===== src/rtl/source_text_tokenizer_core_macros.svh =====
// Assertion macros used by the tokenizer result queue (stt_res_fifo).
`ifndef SOURCE_TEXT_TOKENIZER_CORE_MACROS_SVH
`define SOURCE_TEXT_TOKENIZER_CORE_MACROS_SVH
`ifndef SYNTHESIS
`define STT_ASSERT_NOW(name, ck, rn, cond, prop) \
    name: assert property (@(posedge ck) disable iff (!rn) (cond) |-> (prop)) \
        else $error("Tokenizer assertion failed.");
`define STT_ASSERT_NEXT(name, ck, rn, cond, prop) \
    name: assert property (@(posedge ck) disable iff (!rn) (cond) |=> (prop)) \
        else $error("Tokenizer assertion failed.");
`else
`define STT_ASSERT_NOW(name, ck, rn, cond, prop)
`define STT_ASSERT_NEXT(name, ck, rn, cond, prop)
`endif
`endif


===== src/rtl/stt_pkg.sv =====
`timescale 1ns / 1ps

package stt_pkg;

    localparam int LINE_BITS = 16;
    localparam int RES_DEPTH = 4;
    localparam int RES_PTR_W = $clog2(RES_DEPTH);
    localparam int RES_CNT_W = $clog2(RES_DEPTH + 1);

    localparam logic [15:0] FIRST_LINE_RESET = 16'd1;

    localparam logic [7:0] CH_NUL        = 8'h00;
    localparam logic [7:0] CH_NL         = 8'h0A;
    localparam logic [7:0] CH_SPACE      = 8'h20;
    localparam logic [7:0] CH_DQUOTE     = 8'h22;
    localparam logic [7:0] CH_HASH       = 8'h23;
    localparam logic [7:0] CH_SQUOTE     = 8'h27;
    localparam logic [7:0] CH_ZERO       = 8'h30;
    localparam logic [7:0] CH_ONE        = 8'h31;
    localparam logic [7:0] CH_NINE       = 8'h39;
    localparam logic [7:0] CH_UP_A       = 8'h41;
    localparam logic [7:0] CH_UP_B       = 8'h42;
    localparam logic [7:0] CH_UP_F       = 8'h46;
    localparam logic [7:0] CH_UP_X       = 8'h58;
    localparam logic [7:0] CH_UP_Z       = 8'h5A;
    localparam logic [7:0] CH_UNDERSCORE = 8'h5F;
    localparam logic [7:0] CH_LO_A       = 8'h61;
    localparam logic [7:0] CH_LO_B       = 8'h62;
    localparam logic [7:0] CH_LO_F       = 8'h66;
    localparam logic [7:0] CH_LO_X       = 8'h78;
    localparam logic [7:0] CH_LO_Z       = 8'h7A;

    typedef enum logic [2:0] {
        KIND_END   = 3'd0,
        KIND_STR   = 3'd1,
        KIND_CHR   = 3'd2,
        KIND_HEX   = 3'd3,
        KIND_BIN   = 3'd4,
        KIND_DEC   = 3'd5,
        KIND_IDENT = 3'd6,
        KIND_OPER  = 3'd7
    } kind_t;

    typedef enum logic [13:0] {
        MODE_IDLE   = 14'b00000000000001,
        MODE_CSTART = 14'b00000000000010,
        MODE_CBLOCK = 14'b00000000000100,
        MODE_CLINE  = 14'b00000000001000,
        MODE_STR    = 14'b00000000010000,
        MODE_CHR    = 14'b00000000100000,
        MODE_ZERO   = 14'b00000001000000,
        MODE_HEXF   = 14'b00000010000000,
        MODE_BINF   = 14'b00000100000000,
        MODE_HEX    = 14'b00001000000000,
        MODE_BIN    = 14'b00010000000000,
        MODE_DEC    = 14'b00100000000000,
        MODE_IDENT  = 14'b01000000000000,
        MODE_OPER   = 14'b10000000000000
    } mode_t;

    typedef struct packed {
        mode_t                  mode;
        logic [7:0]             held_char;
        logic                   held_valid;
        logic                   held_first;
        kind_t                  held_kind;
        logic [LINE_BITS-1:0]   line;
    } scan_state_t;

    typedef struct packed {
        kind_t       kind;
        logic [7:0]  char_value;
        logic        has_char;
        logic        is_first;
        logic        is_last;
        logic [15:0] line_number;
    } token_t;

    typedef struct packed {
        logic [1:0] count;
        token_t     res0;
        token_t     res1;
    } push_t;

    function automatic logic [LINE_BITS-1:0] line_from_cfg(input logic [15:0] value);
        return LINE_BITS'(value);
    endfunction

    function automatic scan_state_t restart_state(input logic [15:0] value);
        scan_state_t s;
        s.mode       = MODE_IDLE;
        s.held_char  = 8'd0;
        s.held_valid = 1'b0;
        s.held_first = 1'b0;
        s.held_kind  = KIND_END;
        s.line       = line_from_cfg(value);
        return s;
    endfunction

endpackage


===== src/rtl/stt_if.sv =====
`timescale 1ns / 1ps

interface stt_byte_if;
    logic       valid;
    logic       ready;
    logic [7:0] in_byte;
    logic       end_of_input;

    modport source (output valid, output in_byte, output end_of_input, input ready);
    modport sink (input valid, input in_byte, input end_of_input, output ready);
endinterface

interface stt_token_if;
    logic        valid;
    logic        ready;
    logic [2:0]  token_kind;
    logic [7:0]  char_value;
    logic        has_char;
    logic        is_first;
    logic        is_last;
    logic [15:0] line_number;

    modport source (output valid, output token_kind, output char_value, output has_char,
                    output is_first, output is_last, output line_number, input ready);
    modport sink (input valid, input token_kind, input char_value, input has_char,
                  input is_first, input is_last, input line_number, output ready);
endinterface

interface stt_cfg_if;
    logic        valid;
    logic        ready;
    logic [15:0] data;

    modport source (output valid, output data, input ready);
    modport sink (input valid, input data, output ready);
endinterface


===== src/rtl/stt_step.sv =====
`timescale 1ns / 1ps

module stt_step
(
    input  stt_pkg::scan_state_t st,
    input  logic [7:0]           in_byte,
    input  logic                 end_of_input,
    input  logic [15:0]          first_line,
    output stt_pkg::scan_state_t st_next,
    output stt_pkg::push_t       results
);

    function automatic logic is_dig(input logic [7:0] b);
        return (b >= stt_pkg::CH_ZERO) && (b <= stt_pkg::CH_NINE);
    endfunction

    function automatic logic is_alp(input logic [7:0] b);
        return ((b >= stt_pkg::CH_LO_A) && (b <= stt_pkg::CH_LO_Z))
            || ((b >= stt_pkg::CH_UP_A) && (b <= stt_pkg::CH_UP_Z));
    endfunction

    function automatic logic is_hex(input logic [7:0] b);
        return is_dig(b) || ((b >= stt_pkg::CH_LO_A) && (b <= stt_pkg::CH_LO_F))
            || ((b >= stt_pkg::CH_UP_A) && (b <= stt_pkg::CH_UP_F));
    endfunction

    function automatic stt_pkg::token_t mk_tok(input stt_pkg::kind_t kind,
                                              input logic [7:0] ch, input logic has,
                                              input logic first, input logic last,
                                              input logic [15:0] line);
        stt_pkg::token_t t;
        t.kind        = kind;
        t.char_value  = has ? ch : 8'd0;
        t.has_char    = has;
        t.is_first    = first;
        t.is_last     = last;
        t.line_number = line;
        return t;
    endfunction

    stt_pkg::mode_t id_mode;
    logic           id_hold;
    stt_pkg::kind_t id_kind;
    logic           id_inc;

    logic           fin;
    stt_pkg::kind_t fin_kind;
    logic           rescan;
    logic           hold_en;
    stt_pkg::kind_t hold_kind;
    logic           drop;
    logic           inc;
    stt_pkg::mode_t mode_after;

    logic           eoi_fin;
    stt_pkg::kind_t eoi_kind;
    logic [15:0]    line_out;

    assign line_out = 16'(st.line);

    // Decode of a byte seen between tokens.
    always_comb
    begin
        id_mode = stt_pkg::MODE_IDLE;
        id_hold = 1'b0;
        id_kind = stt_pkg::KIND_OPER;
        id_inc  = 1'b0;
        if (in_byte <= stt_pkg::CH_SPACE)
        begin
            id_inc = (in_byte == stt_pkg::CH_NL);
        end
        else if (in_byte == stt_pkg::CH_HASH)
        begin
            id_mode = stt_pkg::MODE_CSTART;
        end
        else if (in_byte == stt_pkg::CH_DQUOTE)
        begin
            id_mode = stt_pkg::MODE_STR;
        end
        else if (in_byte == stt_pkg::CH_SQUOTE)
        begin
            id_mode = stt_pkg::MODE_CHR;
        end
        else if (in_byte == stt_pkg::CH_ZERO)
        begin
            id_mode = stt_pkg::MODE_ZERO;
            id_hold = 1'b1;
            id_kind = stt_pkg::KIND_DEC;
        end
        else if (is_dig(in_byte))
        begin
            id_mode = stt_pkg::MODE_DEC;
            id_hold = 1'b1;
            id_kind = stt_pkg::KIND_DEC;
        end
        else if (is_alp(in_byte))
        begin
            id_mode = stt_pkg::MODE_IDENT;
            id_hold = 1'b1;
            id_kind = stt_pkg::KIND_IDENT;
        end
        else
        begin
            id_mode = stt_pkg::MODE_OPER;
            id_hold = 1'b1;
            id_kind = stt_pkg::KIND_OPER;
        end
    end

    // Action chosen by the current mode for an ordinary byte.
    always_comb
    begin
        fin        = 1'b0;
        fin_kind   = stt_pkg::KIND_END;
        rescan     = 1'b0;
        hold_en    = 1'b0;
        hold_kind  = stt_pkg::KIND_OPER;
        drop       = 1'b0;
        inc        = 1'b0;
        mode_after = st.mode;
        case (st.mode)
            stt_pkg::MODE_CSTART:
            begin
                if (in_byte == stt_pkg::CH_HASH)
                begin
                    mode_after = stt_pkg::MODE_CLINE;
                end
                else
                begin
                    inc        = (in_byte == stt_pkg::CH_NL);
                    mode_after = stt_pkg::MODE_CBLOCK;
                end
            end
            stt_pkg::MODE_CBLOCK:
            begin
                if ((in_byte == stt_pkg::CH_HASH) || (in_byte == stt_pkg::CH_NUL))
                begin
                    mode_after = stt_pkg::MODE_IDLE;
                end
                else
                begin
                    inc = (in_byte == stt_pkg::CH_NL);
                end
            end
            stt_pkg::MODE_CLINE:
            begin
                if (in_byte == stt_pkg::CH_NL)
                begin
                    inc        = 1'b1;
                    mode_after = stt_pkg::MODE_IDLE;
                end
                else if (in_byte == stt_pkg::CH_NUL)
                begin
                    mode_after = stt_pkg::MODE_IDLE;
                end
            end
            stt_pkg::MODE_STR:
            begin
                if (in_byte == stt_pkg::CH_DQUOTE)
                begin
                    fin        = 1'b1;
                    fin_kind   = stt_pkg::KIND_STR;
                    mode_after = stt_pkg::MODE_IDLE;
                end
                else
                begin
                    hold_en   = 1'b1;
                    hold_kind = stt_pkg::KIND_STR;
                end
            end
            stt_pkg::MODE_CHR:
            begin
                if (in_byte == stt_pkg::CH_SQUOTE)
                begin
                    fin        = 1'b1;
                    fin_kind   = stt_pkg::KIND_CHR;
                    mode_after = stt_pkg::MODE_IDLE;
                end
                else
                begin
                    hold_en   = 1'b1;
                    hold_kind = stt_pkg::KIND_CHR;
                end
            end
            stt_pkg::MODE_ZERO:
            begin
                if ((in_byte == stt_pkg::CH_LO_X) || (in_byte == stt_pkg::CH_UP_X))
                begin
                    drop       = 1'b1;
                    mode_after = stt_pkg::MODE_HEXF;
                end
                else if ((in_byte == stt_pkg::CH_LO_B) || (in_byte == stt_pkg::CH_UP_B))
                begin
                    drop       = 1'b1;
                    mode_after = stt_pkg::MODE_BINF;
                end
                else if (is_dig(in_byte))
                begin
                    hold_en    = 1'b1;
                    hold_kind  = stt_pkg::KIND_DEC;
                    mode_after = stt_pkg::MODE_DEC;
                end
                else
                begin
                    fin      = 1'b1;
                    fin_kind = stt_pkg::KIND_DEC;
                    rescan   = 1'b1;
                end
            end
            stt_pkg::MODE_HEXF:
            begin
                hold_en    = 1'b1;
                hold_kind  = stt_pkg::KIND_HEX;
                mode_after = stt_pkg::MODE_HEX;
            end
            stt_pkg::MODE_BINF:
            begin
                hold_en    = 1'b1;
                hold_kind  = stt_pkg::KIND_BIN;
                mode_after = stt_pkg::MODE_BIN;
            end
            stt_pkg::MODE_HEX:
            begin
                hold_kind = stt_pkg::KIND_HEX;
                fin_kind  = stt_pkg::KIND_HEX;
                hold_en   = is_hex(in_byte);
                fin       = !is_hex(in_byte);
                rescan    = !is_hex(in_byte);
            end
            stt_pkg::MODE_BIN:
            begin
                hold_kind = stt_pkg::KIND_BIN;
                fin_kind  = stt_pkg::KIND_BIN;
                hold_en   = (in_byte == stt_pkg::CH_ZERO) || (in_byte == stt_pkg::CH_ONE);
                fin       = !hold_en;
                rescan    = !hold_en;
            end
            stt_pkg::MODE_DEC:
            begin
                hold_kind = stt_pkg::KIND_DEC;
                fin_kind  = stt_pkg::KIND_DEC;
                hold_en   = is_dig(in_byte);
                fin       = !is_dig(in_byte);
                rescan    = !is_dig(in_byte);
            end
            stt_pkg::MODE_IDENT:
            begin
                hold_kind = stt_pkg::KIND_IDENT;
                fin_kind  = stt_pkg::KIND_IDENT;
                hold_en   = is_alp(in_byte) || is_dig(in_byte)
                         || (in_byte == stt_pkg::CH_UNDERSCORE);
                fin       = !hold_en;
                rescan    = !hold_en;
            end
            stt_pkg::MODE_OPER:
            begin
                fin      = 1'b1;
                fin_kind = stt_pkg::KIND_OPER;
                rescan   = 1'b1;
            end
            default:
            begin
                rescan = 1'b1;
            end
        endcase
        if (rescan)
        begin
            mode_after = id_mode;
            hold_en    = id_hold;
            hold_kind  = id_kind;
            inc        = id_inc;
        end
    end

    // Kind of the token that an end of input completes, if any.
    always_comb
    begin
        eoi_fin  = 1'b1;
        eoi_kind = stt_pkg::KIND_END;
        case (st.mode)
            stt_pkg::MODE_STR:   eoi_kind = stt_pkg::KIND_STR;
            stt_pkg::MODE_CHR:   eoi_kind = stt_pkg::KIND_CHR;
            stt_pkg::MODE_ZERO:  eoi_kind = stt_pkg::KIND_DEC;
            stt_pkg::MODE_HEXF:  eoi_kind = stt_pkg::KIND_HEX;
            stt_pkg::MODE_HEX:   eoi_kind = stt_pkg::KIND_HEX;
            stt_pkg::MODE_BINF:  eoi_kind = stt_pkg::KIND_BIN;
            stt_pkg::MODE_BIN:   eoi_kind = stt_pkg::KIND_BIN;
            stt_pkg::MODE_DEC:   eoi_kind = stt_pkg::KIND_DEC;
            stt_pkg::MODE_IDENT: eoi_kind = stt_pkg::KIND_IDENT;
            stt_pkg::MODE_OPER:  eoi_kind = stt_pkg::KIND_OPER;
            default:             eoi_fin  = 1'b0;
        endcase
    end

    // Assembly of the results and the next state.
    always_comb
    begin
        stt_pkg::scan_state_t nx;
        stt_pkg::token_t      r0;
        stt_pkg::token_t      r1;
        logic [1:0]           cnt;
        nx  = st;
        r0  = '0;
        r1  = '0;
        cnt = 2'd0;
        if (end_of_input)
        begin
            if (eoi_fin)
            begin
                r0 = st.held_valid
                   ? mk_tok(st.held_kind, st.held_char, 1'b1, st.held_first, 1'b1, line_out)
                   : mk_tok(eoi_kind, 8'd0, 1'b0, 1'b1, 1'b1, line_out);
                r1  = mk_tok(stt_pkg::KIND_END, 8'd0, 1'b0, 1'b1, 1'b1, line_out);
                cnt = 2'd2;
            end
            else
            begin
                r0  = mk_tok(stt_pkg::KIND_END, 8'd0, 1'b0, 1'b1, 1'b1, line_out);
                cnt = 2'd1;
            end
            nx = stt_pkg::restart_state(first_line);
        end
        else
        begin
            if (fin)
            begin
                r0 = st.held_valid
                   ? mk_tok(st.held_kind, st.held_char, 1'b1, st.held_first, 1'b1, line_out)
                   : mk_tok(fin_kind, 8'd0, 1'b0, 1'b1, 1'b1, line_out);
                cnt           = 2'd1;
                nx.held_valid = 1'b0;
                nx.held_first = 1'b0;
                nx.held_char  = 8'd0;
                nx.held_kind  = stt_pkg::KIND_END;
            end
            if (drop)
            begin
                nx.held_valid = 1'b0;
            end
            // A finish always empties the holding slot, so a hold that emits
            // is always the first result of the step.
            if (hold_en)
            begin
                if (nx.held_valid)
                begin
                    r0  = mk_tok(nx.held_kind, nx.held_char, 1'b1, nx.held_first, 1'b0,
                                 line_out);
                    cnt = 2'd1;
                end
                nx.held_first = !nx.held_valid;
                nx.held_char  = in_byte;
                nx.held_kind  = hold_kind;
                nx.held_valid = 1'b1;
            end
            nx.mode = mode_after;
            if (inc && (st.line != '1))
            begin
                nx.line = st.line + 1'b1;
            end
        end
        st_next       = nx;
        results.count = cnt;
        results.res0  = r0;
        results.res1  = r1;
    end

endmodule


===== src/rtl/stt_res_fifo.sv =====
`timescale 1ns / 1ps
`include "source_text_tokenizer_core_macros.svh"

module stt_res_fifo
(
    input  logic               clk,
    input  logic               rst_n,
    input  stt_pkg::push_t     push,
    output logic               room,
    stt_token_if.source        tokens
);

    stt_pkg::token_t mem [stt_pkg::RES_DEPTH];

    logic [stt_pkg::RES_PTR_W-1:0] wr_ptr_reg;
    logic [stt_pkg::RES_PTR_W-1:0] wr_ptr_next;
    logic [stt_pkg::RES_PTR_W-1:0] wr_ptr_inc;
    logic [stt_pkg::RES_PTR_W-1:0] rd_ptr_reg;
    logic [stt_pkg::RES_PTR_W-1:0] rd_ptr_next;
    logic [stt_pkg::RES_CNT_W-1:0] cnt_reg;
    logic [stt_pkg::RES_CNT_W-1:0] cnt_next;
    logic                          pop;
    stt_pkg::token_t               head;

    assign pop        = tokens.valid && tokens.ready;
    assign wr_ptr_inc = wr_ptr_reg + 1'b1;
    assign room       = (32'(cnt_reg) <= (stt_pkg::RES_DEPTH - 2));

    always_comb
    begin
        wr_ptr_next = wr_ptr_reg + stt_pkg::RES_PTR_W'(push.count);
        rd_ptr_next = rd_ptr_reg + stt_pkg::RES_PTR_W'(pop);
        cnt_next    = cnt_reg + stt_pkg::RES_CNT_W'(push.count)
                    - stt_pkg::RES_CNT_W'(pop);
    end

    always_ff @(posedge clk or negedge rst_n)
    begin
        if (!rst_n)
        begin
            wr_ptr_reg <= '0;
            rd_ptr_reg <= '0;
            cnt_reg    <= '0;
        end
        else
        begin
            wr_ptr_reg <= wr_ptr_next;
            rd_ptr_reg <= rd_ptr_next;
            cnt_reg    <= cnt_next;
        end
    end

    always_ff @(posedge clk)
    begin
        if (push.count != 2'd0)
        begin
            mem[wr_ptr_reg] <= push.res0;
        end
        if (push.count == 2'd2)
        begin
            mem[wr_ptr_inc] <= push.res1;
        end
    end

    assign head               = mem[rd_ptr_reg];
    assign tokens.valid       = (cnt_reg != '0);
    assign tokens.token_kind  = head.kind;
    assign tokens.char_value  = head.char_value;
    assign tokens.has_char    = head.has_char;
    assign tokens.is_first    = head.is_first;
    assign tokens.is_last     = head.is_last;
    assign tokens.line_number = head.line_number;

    `STT_ASSERT_NOW(a_cnt_bound, clk, rst_n, 1'b1, 32'(cnt_reg) <= stt_pkg::RES_DEPTH)
    `STT_ASSERT_NOW(a_push_room, clk, rst_n, push.count != 2'd0, room)
    `STT_ASSERT_NEXT(a_pop_only, clk, rst_n, pop && (push.count == 2'd0), 32'(cnt_reg) == 32'($past(cnt_reg)) - 1)

endmodule


===== src/rtl/source_text_tokenizer_core.sv =====
`timescale 1ns / 1ps
// A byte is registered on acceptance. The scan step works on the registered byte, and its
// results are written into the result queue when the step proceeds, which waits until the
// queue has room for two results; the queue offers its head from its registered entries.
// Throughput: one byte per cycle while the result queue has room; a byte that gives two
// results needs two output transactions. The rate is set by the combinational scan step
// and the four-entry result queue. Reset is asynchronous and active low: the scanner goes
// idle, first_line returns to 1 and the line counter loads 1. Input is accepted out of reset.

module source_text_tokenizer_core
(
    input logic          clk,
    input logic          rst_n,
    stt_byte_if.sink     bytes,
    stt_cfg_if.sink      cfg,
    stt_token_if.source  tokens
);

    logic                 in_valid_reg;
    logic [7:0]           byte_reg;
    logic                 eoi_reg;
    logic [15:0]          first_line_reg;
    stt_pkg::scan_state_t st_reg;
    stt_pkg::scan_state_t st_next;
    stt_pkg::push_t       step_res;
    stt_pkg::push_t       push;
    logic                 room;
    logic                 proceed;
    logic                 take;

    assign proceed     = in_valid_reg && room;
    assign bytes.ready = !in_valid_reg || proceed;
    assign take        = bytes.valid && bytes.ready;
    assign cfg.ready   = 1'b1;

    always_ff @(posedge clk or negedge rst_n)
    begin
        if (!rst_n)
        begin
            in_valid_reg   <= 1'b0;
            first_line_reg <= stt_pkg::FIRST_LINE_RESET;
            st_reg         <= stt_pkg::restart_state(stt_pkg::FIRST_LINE_RESET);
        end
        else
        begin
            if (take)
            begin
                in_valid_reg <= 1'b1;
            end
            else if (proceed)
            begin
                in_valid_reg <= 1'b0;
            end
            if (cfg.valid)
            begin
                first_line_reg <= cfg.data;
            end
            if (proceed)
            begin
                st_reg <= st_next;
            end
        end
    end

    always_ff @(posedge clk)
    begin
        if (take)
        begin
            byte_reg <= bytes.in_byte;
            eoi_reg  <= bytes.end_of_input;
        end
    end

    stt_step u_step
    (
        .st           (st_reg),
        .in_byte      (byte_reg),
        .end_of_input (eoi_reg),
        .first_line   (first_line_reg),
        .st_next      (st_next),
        .results      (step_res)
    );

    always_comb
    begin
        push       = step_res;
        push.count = proceed ? step_res.count : 2'd0;
    end

    stt_res_fifo u_res_fifo
    (
        .clk    (clk),
        .rst_n  (rst_n),
        .push   (push),
        .room   (room),
        .tokens (tokens)
    );

endmodule

===== src/flat_wrapper.sv =====
// flat-port wrapper written by rule: the top's interface ports become plain ports
module source_text_tokenizer_core_flat 
  (clk, rst_n, bytes_valid, bytes_in_byte, bytes_end_of_input, bytes_ready, cfg_valid, cfg_data, cfg_ready, tokens_valid, tokens_token_kind, tokens_char_value, tokens_has_char, tokens_is_first, tokens_is_last, tokens_line_number, tokens_ready);
  stt_byte_if bytes_i ();
  stt_cfg_if cfg_i ();
  stt_token_if tokens_i ();
  input logic clk;
  input logic rst_n;
  input wire logic [$bits(bytes_i.valid)-1:0] bytes_valid;
  input wire logic [$bits(bytes_i.in_byte)-1:0] bytes_in_byte;
  input wire logic [$bits(bytes_i.end_of_input)-1:0] bytes_end_of_input;
  output wire logic [$bits(bytes_i.ready)-1:0] bytes_ready;
  input wire logic [$bits(cfg_i.valid)-1:0] cfg_valid;
  input wire logic [$bits(cfg_i.data)-1:0] cfg_data;
  output wire logic [$bits(cfg_i.ready)-1:0] cfg_ready;
  output wire logic [$bits(tokens_i.valid)-1:0] tokens_valid;
  output wire logic [$bits(tokens_i.token_kind)-1:0] tokens_token_kind;
  output wire logic [$bits(tokens_i.char_value)-1:0] tokens_char_value;
  output wire logic [$bits(tokens_i.has_char)-1:0] tokens_has_char;
  output wire logic [$bits(tokens_i.is_first)-1:0] tokens_is_first;
  output wire logic [$bits(tokens_i.is_last)-1:0] tokens_is_last;
  output wire logic [$bits(tokens_i.line_number)-1:0] tokens_line_number;
  input wire logic [$bits(tokens_i.ready)-1:0] tokens_ready;
  assign bytes_i.valid = bytes_valid;
  assign bytes_i.in_byte = bytes_in_byte;
  assign bytes_i.end_of_input = bytes_end_of_input;
  assign bytes_ready = bytes_i.ready;
  assign cfg_i.valid = cfg_valid;
  assign cfg_i.data = cfg_data;
  assign cfg_ready = cfg_i.ready;
  assign tokens_valid = tokens_i.valid;
  assign tokens_token_kind = tokens_i.token_kind;
  assign tokens_char_value = tokens_i.char_value;
  assign tokens_has_char = tokens_i.has_char;
  assign tokens_is_first = tokens_i.is_first;
  assign tokens_is_last = tokens_i.is_last;
  assign tokens_line_number = tokens_i.line_number;
  assign tokens_i.ready = tokens_ready;
  source_text_tokenizer_core u_core (.clk(clk), .rst_n(rst_n), .bytes(bytes_i), .cfg(cfg_i), .tokens(tokens_i));
endmodule

===== config.mk =====
export PLATFORM = sky130hd
export DESIGN_NAME = source_text_tokenizer_core_flat
export DESIGN_NICKNAME = d
export VERILOG_FILES = /design/src/rtl/stt_pkg.sv /design/src/rtl/stt_if.sv /design/src/rtl/stt_step.sv /design/src/rtl/stt_res_fifo.sv /design/src/rtl/source_text_tokenizer_core.sv /design/src/flat_wrapper.sv
export VERILOG_INCLUDE_DIRS = /design/src /design/src/rtl
export SDC_FILE = /design/constraint.sdc
export NUM_CORES = 1
export LEC_CHECK = 0
export BUFFER_PORTS_ARGS = -buffer_cell sky130_fd_sc_hd__buf_2
export CAP_MARGIN = 20
export CORE_MARGIN = 4
export CORE_UTILIZATION = 40
export CTS_BUF_LIST = sky130_fd_sc_hd__clkbuf_4
export DETAILED_ROUTE_END_ITERATION = 7
export HOLD_SLACK_MARGIN = 0.1
export PLACE_DENSITY = 0.63
export SLEW_MARGIN = 10
export SYNTH_ARGS = -nofsm -noshare
export SYNTH_HDL_FRONTEND = slang
export SYNTH_SLANG_ARGS = --single-unit

===== constraint.sdc =====
create_clock -name clk -period 5 [get_ports clk]
set_clock_uncertainty 0.2 [all_clocks]
set_input_delay 0.25 -clock clk [delete_from_list [all_inputs] [get_ports clk]]
set_output_delay 0.25 -clock clk [all_outputs]
set_load 0.01 [all_outputs]

* Yosys cells after proc, flatten, opt, wreduce, memory -nomap -nowiden
Memories as Yosys holds them, arrays and structs flattened.
Index checks and enable logic that the tools add are counted.
** Word-level totals
- Register bits :: 76
- Memory bits (writable) :: 120
- Input port bits :: 30
- Output and inout bits :: 33
- Word-level logic and storage cells :: 193
- Memories kept :: 1
** Memory list
- u_core.u_res_fifo.mem :: words 4, width 30, rd ports 1, clocked after memory_dff 0, wr ports 2, line stt_res_fifo.sv:13 : stt_pkg::token_t mem [stt_pkg::RES_DEPTH];
** Operators by class
- Add/sub/neg operators :: 6
- Magnitude comparators :: 10
- Equality and inequality tests :: 31
- Mux-type cells :: 93
- Reductions and logical operators :: 39
** Operators by type and width (number)
- 2-to-1 mux 14 bit :: 16
- 2-to-1 mux 30 bit :: 7
- one-hot mux 14 bit (8 select lines) :: 1
- 2-to-1 mux 43 bit :: 1
- one-hot mux 3 bit (7 select lines) :: 2
- equality test 8 x 6 -> 1 bit, second input constant :: 5
- equality test 8 x 7 -> 1 bit, second input constant :: 5
- 2-to-1 mux 18 bit :: 2
- 2-to-1 mux 1 bit :: 34
- <= comparator 8 x 7 -> 1 bit, second input constant :: 4
- 2-to-1 mux 2 bit :: 15
- 2-to-1 mux 13 bit :: 2
- one-hot mux 3 bit (8 select lines) :: 1
- 2-to-1 mux 3 bit :: 6
- adder 16 x 1 -> 16 bit, second input constant :: 1
- >= comparator 8 x 7 -> 1 bit, second input constant :: 2
- <= comparator 8 x 6 -> 1 bit, second input constant :: 2
- 2-to-1 mux 16 bit :: 1
- inequality test 16 bit, second input constant :: 1
- one-hot mux 1 bit (8 select lines) :: 2
- equality test 14 x 10 -> 1 bit, second input constant :: 1
- equality test 14 x 11 -> 1 bit, second input constant :: 1
- equality test 14 x 12 -> 1 bit, second input constant :: 1
- equality test 14 x 13 -> 1 bit, second input constant :: 1
- 36 further kinds :: 65

* Logic depth before layout (Yosys ltp)
- Word-level depth :: 17
- Gate-level depth with buffers :: 15
- Depth with buffers taken out :: 12

* Cells and area by module
A second synthesis with hierarchy kept.
** Unflattened totals
- Cells, all modules :: 925
- Area, all modules :: 11945.2 um^2
** Modules (own cells, without submodules)
- stt_res_fifo :: instances 1, cells each 330, area an instance 6459.9 um^2
- stt_step :: instances 1, cells each 453, area an instance 2919.0 um^2
- source_text_tokenizer_core :: instances 1, cells each 142, area an instance 2566.2 um^2

* Least setup slack after synthesis
OpenSTA, ideal clock, no wires.
- Kind :: register to register
- Start :: register u_core.byte_reg[2]
- End :: memory u_core.u_res_fifo.mem[1][0] (netlist bit) (enable)
- Data arrival time :: 3.768 ns
- Required time :: 4.401 ns
- Setup slack :: 0.633 ns
- Cell stages (with the launch flop) :: 12
- Path buffers :: 3
- Cells stage by stage :: edfxtp_1 buf_2 or3_1 o221a_1 or4_1 o211ai_2 o21ai_2 buf_4 a21oi_1 o21ai_1 buf_2 a21oi_1
** RTL lines
- from (decl) :: line source_text_tokenizer_core.sv:20 : logic [7:0] byte_reg;
- from (signal assigned) :: line source_text_tokenizer_core.sv:69 : byte_reg <= bytes.in_byte;
- to (decl) :: line stt_res_fifo.sv:13

* Worst setup path after layout
- Start :: register u_core.st_reg[34] (netlist bit)
- End :: register u_core.u_res_fifo.cnt_reg[2] (netlist bit)
** Between the ends
- Cells in the longest elaborated chain, start to end :: 11
- Elaborated cells between the ends (all ways) :: 33
- Those cells by class :: add/sub: 2; eq/ne: 13; mux: 15; reduce/logical: 3
** RTL lines
- from (decl) :: line source_text_tokenizer_core.sv:23 : stt_pkg::scan_state_t st_reg;
- from (signal assigned) :: line source_text_tokenizer_core.sv:42 : st_reg <= stt_pkg::restart_state(stt_pkg::FIRST_LINE_RESET);
- from (signal assigned) :: line source_text_tokenizer_core.sv:60 : st_reg <= st_next;
- equality test 14 bit (tied with other cells) :: line stt_step.sv:121, stt_step.sv:280
- one-hot mux 1 bit (8 select lines) :: line stt_step.sv:121 : case (st.mode)
- 2-to-1 mux 13 bit :: line stt_step.sv:325 : if (fin)
- 2-to-1 mux 1 bit :: line stt_step.sv:336 : if (drop)
- 2-to-1 mux 1 bit :: line stt_step.sv:306 : if (end_of_input)
- 2-to-1 mux 2 bit :: line stt_step.sv:344 : if (nx.held_valid)
- 2-to-1 mux 2 bit :: line stt_step.sv:342 : if (hold_en)
- 2-to-1 mux 2 bit (*) :: line stt_step.sv:306
- 2-to-1 mux 2 bit (*) :: line source_text_tokenizer_core.sv:87 : push.count = proceed ? step_res.count : 2'd0;
- adder 3 x 2 -> 3 bit (*) :: line stt_res_fifo.sv:33 : cnt_next = cnt_reg + stt_pkg::RES_CNT_W'(push.count)
- subtractor 3 x 1 -> 3 bit (*) :: line stt_res_fifo.sv:34 : - stt_pkg::RES_CNT_W'(pop);
- via u_core.u_res_fifo.cnt_next, one bit :: line stt_res_fifo.sv:21 : logic [stt_pkg::RES_CNT_W-1:0] cnt_next;
- to (signal assigned) :: line stt_res_fifo.sv:49 : cnt_reg <= cnt_next;
- to (decl) :: line stt_res_fifo.sv:20 : logic [stt_pkg::RES_CNT_W-1:0] cnt_reg;
The timed path passes the listed nets; every way through them passes the cells marked *. The select of a mux whose other input is x is not followed.
A chain may end at the register's enable or synchronous reset.

==> impl_results.md <==
- Post-route minimum period: 4.40 ns
- Initial Util: ~40%
- Reg clk slew, reported paths: 0.19 ns
- Status: completed
- Slew margin rel.: 38.1%
- Setup WS post-layout: 0.604 ns
- Cells after Synth: 964
- Switching Share: 43.0%
- Top cells by area, synth: edfxtp_1 24%, dfrtp_1 16%, dfxtp_1 9.5%, mux4_2 6.7%, nand2_1 4.4%
- Final wirelength: 27300 um
- Sequential area share after synthesis: 50.1%
- RSZ-0062 raised after global routing: no
- Data required, critical path: about 5.3 ns
- Root Driver: clkbuf_4
- Global-route wire length before repair: 43900 um
- Mapped cell area: just over 10000 sq um
- Final Hold Viols: 0
- Max Fanout on Critical Path: 11
- Worst-Margin Slew: 0.928 ns
- Core area: 24600 sq um
- Pwr Total: 6.43 mW
- Die Footprint: 28000 sq um
- Dpl cell area: around 11000 sq um
- Cell taking the most area after synthesis: edfxtp_1
- Routed len/inst: around 20 um
- Die Y-Extent: 167 um
- Power Dens Cells: about 560 nW/um^2
- CTS tree: built
- Drt pass-1 iters: 5
- Clock share of power: 14.6%
- Largest register FFs: 120
- Final Wtd Congestion: 0.944
- Ports: 63
- Syn avg cell area: ~11 sq um
- Initial antenna violation count: 2
- Setup TNS: 0 ns
- Final setup viols: 0
- Port Buffers: 61
- Synthesized flop and latch total: 196
- Congestion Overflow GR: 0
- Fill count: ~2300
- NumNets Final: about 1100
- Pins Over Slew Limit: 0
- Crit. End Element: register
- Row cnt: 57
- Comb pwr share: 44.1%
- Async SR Flop Fraction: 34.2%
- Post-synth EDFFs: 81
- CTS sink cnt: 196
- Max VDD drop: about 0.25 mV
- Final period util: 87.9%
- Chip Width: between 150 and 200 um
- Yosys warns: 0
- Vias: 8029
- ANT nets after route: 0
- Residual DRC count: 0
- Layout cell share with drive strength beyond 1: 18.1%
- Pin count of the biggest net entering global routing: 68
- Final core occ: a little under half
- Worst Setup Start Kind: register
- HP Class: input pin to asynchronous set/reset pin
- Synthesis-to-layout area growth: 13.9%
- Yosys top cell area share: a little under a quarter
- Final instance area: ~12000 sq um
- Place WS: 0.709 ns
- Total GRT Usage: 19.4%
- Sequential share of power: 41.3%
- Top_reg_cell synth: edfxtp_1
- Net Switching: 2.77 mW
- H-tree depth: 4
- Max cap viols: 0
- Dpl hpwl: 18600 um
- Worst-Skew Late Latency: 0.60 ns
- CTS buffer count: 17
- Kind of critical path: register to register
- Initial drt markers: 638
- Post-synthesis cell type count: 78
- Via density: 5.84
- Leak pwr: 4.50 nW
- Syn Nets: 999
- Fmax: about 0.23 GHz
- Number of global-route vias before repair: 7888
- CTS Buffer Depth: 2
- CP arrival: 4.72 ns
- Pint: 3.67 mW
## repair_timing
item / CTS / global route
buffers inserted: 0 / 0
gates resized for setup: 0 / 0
hold buffers: 44 / 0
endpoints found under the hold margin: 106 / 0
## logic make-up (layout without fill, tap and decap cells)
group           Yosys count  count (layout)  share of synthesized area, %
fa+ha+maj                 5               5                         0.691
flops                   196             196                          50.1
buf+inv                 110             195                          4.33
other cells               1               2                        0.0370
mux                      72              72                          11.0
xor+xnor                 10              10                         0.864
compound gates          252             252                          17.0
simple gates            318             318                          16.0
## synthesized netlist by cell type, types with 12 or more instances
master / n
a211oi_1: 23
a21boi_1: 12
a21oi_1: 53
and2_1: 14
and3_1: 19
buf_2: 12
clkbuf_1: 55
dfrtp_1: 64
dfxtp_1: 48
edfxtp_1: 81
inv_1: 29
mux2_2: 16
mux2i_1: 26
mux4_2: 30
nand2_1: 118
nand3_1: 17
nand4_1: 14
nor2_1: 42
nor3_1: 22
nor4_1: 15
o21ai_0: 33
o22ai_1: 24
## layer usage
metal	global-route usage, %	up-vias	routed length [um]
met5	0	-	13
met4	5.22	2	508
met3	2.95	46	1220
met2	31.8	214	12900
met1	27.0	3969	12600
li1	-	3798	-
## power groups by stage
stage | Clock [mW] | Combinational (mW) | Sequential (mW)
floorplan | 0 | 2.12 | 2.42
CTS | 0.963 | 2.85 | 2.65
finish | 0.938 | 2.84 | 2.66
detailed placement | 0 | 2.80 | 2.69
global placement | 0 | 2.77 | 2.67
global route | 1.02 | 3.14 | 2.72
## final cells by class
| class | count | area [sq um] | area share, % |
|---|---|---|---|
| Sequential cell | 196 | 5080 | 44.0 |
| Clock buffer | 17 | 128 | 1.11 |
| Clock inverter | 15 | 190 | 1.65 |
| Multi-Input combinational cell | 658 | 4640 | 40.2 |
| Antenna cell | 1 | 2.50 | 0.0217 |
| Tap cell | 324 | 405 | 3.51 |
| Inverter | 30 | 113 | 0.975 |
| Timing Repair Buffer | 133 | 993 | 8.60 |
## stage by stage
step	hold WS [ns]	instances
after global routing	0.131	1374
after floorplan	-0.246	964
after detailed placement	0.231	1297
after CTS	0.110	1373
final	0.142	1374
after global placement	0.230	1297
## critical path, stage by stage, from the launching register on
cell and delay (ns):
dfrtp_1 0.50, nor4_1 0.64, nand4_1 0.35, or4_1 0.59
o211ai_2 0.18, o21ai_2 0.10, buf_4 0.18, a211o_1 0.33
a21boi_1 0.28, xor2_1 0.12, ha_1 0.21, fa_1 0.38
xnor2_1 0.17, xnor2_1 0.13
## cell usage in the layout (no fill, tap or decap), types with 22 or more instances in the layout
master | synthesis | routed
inv_1 | 29 | 29
dfxtp_1 | 48 | 48
buf_4 | 3 | 25
nor3_1 | 22 | 22
edfxtp_1 | 81 | 81
a21oi_1 | 53 | 51
o21ai_0 | 33 | 33
o22ai_1 | 24 | 24
mux2i_1 | 26 | 26
a211oi_1 | 23 | 23
nand2_1 | 118 | 118
nor2_1 | 42 | 42
dlygate4sd3_1 | 0 | 44
mux4_2 | 30 | 30
dfrtp_1 | 64 | 62
buf_2 | 12 | 61
## path summary, 6_finish.rpt
path	slack, ns	depth (start not counted)	start	to
worst max-delay path	0.60	13	u_core.st_reg[34]	u_core.u_res_fifo.cnt_reg[2]
worst min-delay path	0.14	3	rst_n	u_core.first_line_reg[10]
worst max register to register	0.60	13	u_core.st_reg[34]	u_core.u_res_fifo.cnt_reg[2]
worst min register to register	0.27	2	u_core.u_res_fifo.mem[0][27]	u_core.u_res_fifo.mem[0][27]
max in group asynchronous	3.77	3	rst_n	u_core.u_res_fifo.rd_ptr_reg[0]
min in group clk	0.16	2	bytes_in_byte[5]	u_core.byte_reg[5]
(Power assumes the default switching activity.)
